[config.mk]
export PLATFORM = sky130hd
export DESIGN_NAME = scd_controller
export DESIGN_NICKNAME = d
export VERILOG_FILES = /design/src/hw/rtl/scd_pkg.sv /design/src/hw/rtl/scd_controller.sv
export SDC_FILE = /design/constraint.sdc
export NUM_CORES = 1
export LEC_CHECK = 0
export BUFFER_PORTS_ARGS = -buffer_cell sky130_fd_sc_hd__buf_4
export CAP_MARGIN = 20
export CORE_AREA = 2 2 39 41
export CTS_CLUSTER_DIAMETER = 100
export DETAILED_ROUTE_END_ITERATION = 10
export DIE_AREA = 0 0 41 43
export GPL_TIMING_DRIVEN = 0
export SETUP_SLACK_MARGIN = 0.05
export SYNTH_ARGS = -nofsm -noshare
export SYNTH_HDL_FRONTEND = slang
export SYNTH_SLANG_ARGS = --single-unit
[constraint.sdc]
create_clock -name clock -period 1.3 [get_ports clock]
set_input_delay 0.13 -clock clock [delete_from_list [all_inputs] [get_ports clock]]
set_output_delay 0.13 -clock clock [all_outputs]
set_load 0.03 [all_outputs]
[src/hw/rtl/scd_pkg.sv]
// Shared widths, reset values, register codes, types and helpers of the step cadence detector.
package scd_pkg;

   localparam int SAMPLE_W = 12;
   localparam int OFFSET_W = 12;
   localparam int WORD_W   = 16;
   localparam int TIME_W   = 32;
   localparam int INDEX_W  = 3;

   localparam int HISTORY_DEPTH_DEF = 5;
   localparam int ADC_BITS_DEF      = 12;

   localparam int DIFF_W   = 13;
   localparam int PROD_W   = 30;
   localparam int SCALED_W = 25;
   localparam int WIDE_W   = 26;
   localparam int MIX_W    = 38;
   localparam int DELTA_W  = 17;
   localparam int SQ_W     = 33;
   localparam int DSQ_W    = 34;
   localparam int DECAY_W  = 48;
   localparam int QUOT_W   = 22;
   localparam int COUNT_W  = 5;

   localparam logic [QUOT_W-1:0]  RATE_NUM    = 22'd4096000;
   localparam logic [DECAY_W-1:0] DECAY_LIMIT = 48'd4096000;
   localparam logic [12:0]        COS30_Q12   = 13'd3547;
   localparam logic [9:0]         FIFTH_Q12   = 10'd819;
   localparam logic [14:0]        HALF_Q12    = 15'd2048;

   localparam logic [OFFSET_W-1:0] OFFSET_RIGHT_RST = 12'd104;
   localparam logic [OFFSET_W-1:0] OFFSET_LEFT_RST  = 12'd150;
   localparam logic [OFFSET_W-1:0] OFFSET_FRONT_RST = 12'd60;
   localparam logic [WORD_W-1:0]   GAIN_RIGHT_RST   = 16'd285;
   localparam logic [WORD_W-1:0]   GAIN_LEFT_RST    = 16'd262;
   localparam logic [WORD_W-1:0]   GAIN_FRONT_RST   = 16'd328;
   localparam logic [WORD_W-1:0]   THRESHOLD_RST    = 16'd41;
   localparam logic [WORD_W-1:0]   MIN_INTERVAL_RST = 16'd300;

   typedef enum logic [INDEX_W-1:0] {
      REG_OFFSET_RIGHT,
      REG_OFFSET_LEFT,
      REG_OFFSET_FRONT,
      REG_GAIN_RIGHT,
      REG_GAIN_LEFT,
      REG_GAIN_FRONT,
      REG_MOVE_THRESHOLD_SQ,
      REG_MIN_INTERVAL_MS
   } reg_index_type;

   typedef struct packed {
      logic [OFFSET_W-1:0] offset_right;
      logic [OFFSET_W-1:0] offset_left;
      logic [OFFSET_W-1:0] offset_front;
      logic [WORD_W-1:0]   gain_right;
      logic [WORD_W-1:0]   gain_left;
      logic [WORD_W-1:0]   gain_front;
      logic [WORD_W-1:0]   move_threshold_sq;
      logic [WORD_W-1:0]   min_interval_ms;
   } cfg_type;

   typedef struct packed {
      logic load;
      logic scale;
      logic mix;
      logic point;
      logic square;
      logic decide;
      logic start_div;
      logic speed_a;
      logic speed_v;
      logic commit;
   } cmd_type;

   typedef struct packed {
      logic step_now;
      logic div_done;
   } status_type;

   function automatic logic signed [WORD_W-1:0] sat16s(input logic signed [WIDE_W-1:0] v);
      if (v > 26'sd32767) begin
         return 16'sd32767;
      end else if (v < -26'sd32768) begin
         return -16'sd32768;
      end else begin
         return $signed(v[WORD_W-1:0]);
      end
   endfunction

   function automatic logic [WORD_W-1:0] sat16u(input logic [18:0] v);
      if (v[18:WORD_W] != 3'd0) begin
         return 16'hffff;
      end else begin
         return v[WORD_W-1:0];
      end
   endfunction

endpackage

[src/hw/rtl/scd_controller.sv]
// Controller: sequences one item through the datapath and owns both handshakes.
module scd_controller (
   input  logic                  clock,
   input  logic                  reset,
   input  logic                  req_valid,
   output logic                  req_stall,
   output logic                  rsp_valid,
   input  logic                  rsp_stall,
   input  scd_pkg::status_type   status,
   output scd_pkg::cmd_type      cmd
);

   typedef enum logic [3:0] {
      ST_IDLE,
      ST_SCALE,
      ST_MIX,
      ST_POINT,
      ST_SQUARE,
      ST_DECIDE,
      ST_DIVIDE,
      ST_SPEED_A,
      ST_SPEED_V,
      ST_COMMIT
   } state_type;

   state_type state_ff, state_in;
   logic      rsp_valid_ff, rsp_valid_in;

   always_comb begin
      state_in     = state_ff;
      rsp_valid_in = rsp_valid_ff & rsp_stall;
      cmd          = '0;
      unique case (state_ff)
         ST_IDLE: begin
            if (req_valid) begin
               cmd.load = 1'b1;
               state_in = ST_SCALE;
            end
         end
         ST_SCALE: begin
            cmd.scale = 1'b1;
            state_in  = ST_MIX;
         end
         ST_MIX: begin
            cmd.mix  = 1'b1;
            state_in = ST_POINT;
         end
         ST_POINT: begin
            cmd.point = 1'b1;
            state_in  = ST_SQUARE;
         end
         ST_SQUARE: begin
            cmd.square = 1'b1;
            state_in   = ST_DECIDE;
         end
         ST_DECIDE: begin
            cmd.decide = 1'b1;
            if (status.step_now) begin
               cmd.start_div = 1'b1;
               state_in      = ST_DIVIDE;
            end else begin
               state_in = ST_COMMIT;
            end
         end
         ST_DIVIDE: begin
            if (status.div_done) begin
               state_in = ST_SPEED_A;
            end
         end
         ST_SPEED_A: begin
            cmd.speed_a = 1'b1;
            state_in    = ST_SPEED_V;
         end
         ST_SPEED_V: begin
            cmd.speed_v = 1'b1;
            state_in    = ST_COMMIT;
         end
         ST_COMMIT: begin
            if (!rsp_valid_ff || !rsp_stall) begin
               cmd.commit   = 1'b1;
               rsp_valid_in = 1'b1;
               state_in     = ST_IDLE;
            end
         end
         default: begin
            state_in = ST_IDLE;
         end
      endcase
   end

   always_ff @(posedge clock) begin
      if (reset) begin
         state_ff     <= ST_IDLE;
         rsp_valid_ff <= 1'b0;
      end else begin
         state_ff     <= state_in;
         rsp_valid_ff <= rsp_valid_in;
      end
   end

   assign req_stall = (state_ff != ST_IDLE);
   assign rsp_valid = rsp_valid_ff;

endmodule
==> results of run 1 <==
[layer usage]
metal,part of all wire,vias up,GRT usage
li1,-,254,-
met1,0.48,248,0.212
met2,0.49,10,0.206
met3,0.027,2,0.0471
met4,0.0060,0,0.0400
met5,0,-,0
[sequential cells by signal, indices dropped and copies added, names as in the netlist]
register,count
rsp_valid,1
state_ff,4
[what timing repair did]
action                                  in CTS  in global routing
hold endpoints to repair                     0                  0
resized for setup                           16                 25
buffers inserted                             8                  3
hold buffers                                 0                  0
pin swaps                                    4                  9
endpoints found under the setup margin      13                 14
[cells by family after synthesis]
logic type	count (synthesis)
AO/OA/AOI/OAI	14
AND/OR/NAND/NOR	24
buffers and inverters	8
flip-flops	5
[layout make-up]
cell class / count / area [sq um]
inverters: 4 / 15.0
multi-input cells: 38 / 404
well taps: 16 / 20.0
repair buffers: 28 / 256
flip-flops and latches: 5 / 113
clock buffers: 4 / 26.3
plain buffers: 4 / 61.3
fillers: 116 / 488
[synth_stat cells]
cell	n	share of area
sky130_fd_sc_hd__dfxtp_1	5	0.25
sky130_fd_sc_hd__nor2_1	5	0.047
sky130_fd_sc_hd__inv_1	4	0.037
sky130_fd_sc_hd__a211oi_1	3	0.056
sky130_fd_sc_hd__nand2_1	3	0.028
sky130_fd_sc_hd__nand2b_1	3	0.047
sky130_fd_sc_hd__nor3_1	3	0.037
sky130_fd_sc_hd__nor4b_1	3	0.065
sky130_fd_sc_hd__a21oi_1	2	0.025
sky130_fd_sc_hd__buf_2	2	0.025
sky130_fd_sc_hd__a2111oi_2	1	0.037
sky130_fd_sc_hd__a211o_1	1	0.022
sky130_fd_sc_hd__buf_4	1	0.019
sky130_fd_sc_hd__buf_6	1	0.028
sky130_fd_sc_hd__nand3b_1	1	0.019
sky130_fd_sc_hd__nand4bb_1	1	0.028
sky130_fd_sc_hd__nor2b_1	1	0.016
sky130_fd_sc_hd__nor3b_1	1	0.019
sky130_fd_sc_hd__nor4_1	1	0.016
sky130_fd_sc_hd__o211ai_2	1	0.031
sky130_fd_sc_hd__o21a_1	1	0.019
sky130_fd_sc_hd__o21ai_0	1	0.012
sky130_fd_sc_hd__o21ai_1	1	0.012
sky130_fd_sc_hd__o21ai_2	1	0.022
sky130_fd_sc_hd__o21ba_2	1	0.025
sky130_fd_sc_hd__o22ai_1	1	0.016
sky130_fd_sc_hd__or2_1	1	0.016
sky130_fd_sc_hd__or4_4	1	0.028
[path summary, 6_finish.rpt]
path	to	from	slack (ns)	cells past startpoint
setup reg to reg	state_ff[0]$_SDFFE_PP0P_	state_ff[0]$_SDFFE_PP0P_	-0.14	4
hold / removal	state_ff[1]$_SDFFE_PP0P_	reset	0.1	2
setup / recovery	cmd[9]	state_ff[0]$_SDFFE_PP0P_	-0.21	3
hold reg to reg	rsp_valid$_SDFF_PP0_	rsp_valid$_SDFF_PP0_	0.52	2
[report_power, final]
| group | internal, W | total [W] | switching (W) |
|---|---|---|---|
| logic | 0.000258 | 0.000509 | 0.000251 |
| clock network | 0.000116 | 0.000179 | 0.0000629 |
| registers | 0.000169 | 0.000182 | 0.0000124 |
| total | 0.000544 | 0.000870 | 0.000326 |
[metrics by stage]
stage	std cells	total power, W
final	99	0.000870
after global routing	99	0.000910
after CTS	96	0.000774
after detailed placement	84	0.000476
after global placement	84	0.000474
after floorplan	51	0.000393
==> flow_summary.yaml, run 1 <==
logic_synthesis:
  adder_and_majority_cell_fraction_of_the_synthesized_area: 0
  synth.avg_cell_area_sq_um: 7.88
  synth_compound_gate_area_share: 0.277
  yosys.area_share.simple: 0.364
  synth_nets: 57
  synthesis.yosys.warnings: 0
  combinational_family_with_the_most_area_after_synthesis: "simple AND/OR/NAND/NOR gates"
  syn-cell-area_sq_um: 402
  synthCells: 51
  post_synth_num_cell_types: 28
  synth.mux.area_fraction: 0
  ys_ff_latch: 5
  synthXorXnorAreaFrac: 0
  synth_seq_area_share: 0.249
worst_setup_path:
  worst_ep_required_time_ns: 1.17
  worst_path_dominant_cell_family: "simple AND/OR/NAND/NOR gates"
  startpoint_type: "register"
  worstPathBufferInverterCount: 1
  cp.arrival_ns: 1.38
  worst_setup_end_kind: "output port"
  critPathKind: "reg -> out"
  cp_cell_sequence: "or4_4 > nor2_4 > buf_6"
  critical-path-max-stage-delay_ns: 0.57
  critical-path-slowest-cell: "sky130_fd_sc_hd__or4_4"
  path_max_fanout: 4
drt:
  via_per_inst: 5.19
  drt.antenna.violating_nets: 0
  vias: 514
  drt_pass1_iterations: 4
  wl_um: 1340
  route.detailed.wl_per_inst_um: 13.6
  detail_route.iter0.violations: 10
  drc: 0
floorplanning:
  fp.coreArea_sq_um: 1380
  io_pins: 18
  starting_utilization_of_the_core_area: 0.290
  dieHeight_um: 43
  die_width_um: 41
  std_cell_rows: 14
  dieArea_sq_um: 1760
place:
  place_worst_setup_slack_ns: -0.00609
  port-buffer-count: 17
  finalWeightedCongestion: 0.661
  detailed_place_hpwl_um: 753
  dpl_cell_area_sq_um: 604
timing:
  fin_crit_sh: 1.16
  finalSetupViolCount: 13
  worst_pin_slew_ns: 0.314
  clock-skew-final_ns: 0.00589
  max_slew_violation_count: 0
  final.min_clock_period_ns: 1.51
  final.setup.worst_slack_ns: -0.211
  slew_headroom: 0.788
  totalNegativeSetupSlack_ns: -1.25
  grt_setup_unrepaired: "true"
  hold_viol_final: 0
  achievable-frequency_ghz: 0.662
  hold-worst-slack_ns: 0.0975
clock_tree:
  clkSlewWorstSetupHoldPaths_ns: 0.05
  cts-buffers-inserted: 3
  ctsHtreeMaxLevel: 1
  cts-root-to-sink-buffers: 2
  cts_tree: "built"
  cts_root_buf: "sky130_fd_sc_hd__clkbuf_4"
  cts_sinks: 5
  clk-insertion-delay-late_ns: 0.24
finish:
  most_frequent_standard_cell_in_the_layout_excluding_fill_and_tap_cells: "sky130_fd_sc_hd__buf_4"
  layout.nets: 90
  area.growth.synth_to_final_pct: 123
  stdcell_area_sq_um: 896
  antenna-diode-count: 0
  most-common-layout-cells: "18 x sky130_fd_sc_hd__buf_4, 10 x sky130_fd_sc_hd__buf_6"
  post-route-util: 0.647
  layout-drive-gt1-share: 0.735
global_routing:
  overall_routing_resource_usage: 0.148
  grt_overflow_total: 0
  antenna_violations_before_repair: 0
  first_global_vias: 450
  grt_first_pass_wirelength_um: 1830
  maximum_number_of_pins_on_one_net_before_global_route_repair: 11
status:
  violations: "setup timing"
  status: "finished with violations"
power_and_ir_drop:
  p_leak_nw: 0.345
  power_density_over_the_cells_nw_per_um2: 971
  ir_drop_v: 0.000522
job:
  maxCapViolations: 0
worst_hold_path:
  hp-class: "in -> reg"
(Power assumes the default switching activity.)
==> inputs of run 2 (changes only) <==
--- a/config.mk
+++ b/config.mk
@@ -8,6 +8,7 @@
 export BUFFER_PORTS_ARGS = -buffer_cell sky130_fd_sc_hd__buf_4
 export CAP_MARGIN = 20
 export CORE_AREA = 2 2 39 41
+export CTS_BUF_LIST = sky130_fd_sc_hd__clkbuf_2
 export CTS_CLUSTER_DIAMETER = 100
 export DETAILED_ROUTE_END_ITERATION = 10
 export DIE_AREA = 0 0 41 43
==> flow_summary.yaml, run 2 (same netlist as run 1, synthesis figures left out) <==
finish:
  largest_reg_flops: 4
  largest_register: "state_ff"
  layout.nets: 87
  stdcell_area_sq_um: 893
  most-common-layout-cells: "15 x sky130_fd_sc_hd__buf_4, 9 x sky130_fd_sc_hd__buf_6, 4 x sky130_fd_sc_hd__inv_1, 4 x sky130_fd_sc_hd__clkbuf_2"
  antenna-diode-count: 0
  area.growth.synth_to_final_pct: 122
  most_frequent_standard_cell_in_the_layout_excluding_fill_and_tap_cells: "sky130_fd_sc_hd__buf_4"
  layout-drive-gt1-share: 0.738
power_and_ir_drop:
  p_leak_nw: 0.327
  ir_drop_v: 0.000427
  power_density_over_the_cells_nw_per_um2: 930
worst_hold_path:
  hp-class: "in -> reg"
  hold_path_startpoint: "reset"
drt:
  wl_um: 1340
  drt_pass1_iterations: 2
  routed_wl_met3_um: 30
  drt.antenna.violating_nets: 0
  drc: 0
  route.layer.met1.wl_um: 602
  route.detailed.wl_per_inst_um: 14.0
  detail_route.iter0.violations: 2
  via_per_inst: 5.26
  met2_length_um: 701
  vias: 505
  top_layer: "met4"
place:
  detailed_place_hpwl_um: 753
  finalWeightedCongestion: 0.661
  dpl_cell_area_sq_um: 604
  port-buffer-count: 17
worst_setup_path:
  path_max_fanout: 4
  setup.worst_path.start: "state_ff[0]$_SDFFE_PP0P_"
  cp_cell_sequence: "or4_4 > nor2_4 > buf_6"
  worst_ep_required_time_ns: 1.17
  r2r-start: "state_ff[0]$_SDFFE_PP0P_"
  startpoint_type: "register"
  critical-path-slowest-cell: "sky130_fd_sc_hd__or4_4"
  critPathKind: "reg -> out"
  worst_path_dominant_cell_family: "simple AND/OR/NAND/NOR gates"
  critical-path-max-stage-delay_ns: 0.55
  cp.arrival_ns: 1.36
  worst_setup_end_kind: "output port"
  worstPathBufferInverterCount: 1
floorplanning:
  dieHeight_um: 43
  io_pins: 18
  dieArea_sq_um: 1760
  starting_utilization_of_the_core_area: 0.290
  die_width_um: 41
  std_cell_rows: 14
  fp.coreArea_sq_um: 1380
status:
  status: "finished with violations"
  violations: "setup timing"
clock_tree:
  clk-insertion-delay-late_ns: 0.21
  clkSlewWorstSetupHoldPaths_ns: 0.06
  cts-buffers-inserted: 3
  holdBufCountCts: 0
  cts_root_buf: "sky130_fd_sc_hd__clkbuf_2"
  cts_tree: "built"
  cts_sinks: 5
  cts-root-to-sink-buffers: 2
  ctsHtreeMaxLevel: 1
timing:
  fin_crit_sh: 1.15
  grt_setup_unrepaired: "true"
  slew_headroom: 0.799
  max_slew_violation_count: 0
  final.min_clock_period_ns: 1.49
  hold_viol_final: 0
  final.setup.worst_slack_ns: -0.193
  achievable-frequency_ghz: 0.670
  hold-worst-slack_ns: 0.127
  clock-skew-final_ns: 0.00960
  worst_pin_slew_ns: 0.297
  finalSetupViolCount: 12
global_routing:
  grt_first_pass_wirelength_um: 1780
  grt_overflow_total: 0
  first_global_vias: 434
  maximum_number_of_pins_on_one_net_before_global_route_repair: 11
  overall_routing_resource_usage: 0.144
  antenna_violations_before_repair: 0
job:
  maxCapViolations: 0
run 2: cell type report:
type                    count  area (sq um)
plain buffers               4          66.3
clock buffers               4          20.0
fillers                   112           490
inverters                   4          15.0
multi-input cells          38           422
flip-flops and latches      5           113
well taps                  16          20.0
repair buffers             25           238
run 2: metal layers:
metal,vias to the layer above,GRT usage
met5,-,0
met1,250,0.206
li1,245,-
met4,0,0.0400
met3,2,0.0471
met2,8,0.200
run 2: worst paths after layout:
path              slack, ns                  endpoint  depth (start not counted)
setup reg to reg      -0.12  state_ff[0]$_SDFFE_PP0P_                          4
hold reg to reg        0.53      rsp_valid$_SDFF_PP0_                          2
setup / recovery      -0.19                    cmd[9]                          3
hold / removal         0.13  state_ff[3]$_SDFFE_PP0P_                          2
run 2: power by group:
group	switching (W)	internal, W	total, W
registers	0.0000152	0.000169	0.000184
logic	0.000255	0.000250	0.000504
clock network	0.0000606	0.0000815	0.000142
total	0.000330	0.000500	0.000830
run 2: repair_timing:
item | in CTS | in global routing
pin swaps | 4 | 4
setup buffers | 7 | 1
gates resized for setup | 17 | 28
hold endpoints to repair | 0 | 0
endpoints found under the setup margin | 13 | 14
run 2: metrics by stage:
step	setup TNS, ns	utilization	setup WS [ns]	cells	power, W
floorplan	-0.156	-	-0.0660	51	0.000393
global placement	0	0.437	0.00142	84	0.000474
detailed placement	-0.00609	0.437	-0.00609	84	0.000476
CTS	-1.32	0.545	-0.183	95	0.000731
global route	-1.90	0.646	-0.249	96	0.000876
finish	-1.25	0.646	-0.193	96	0.000830
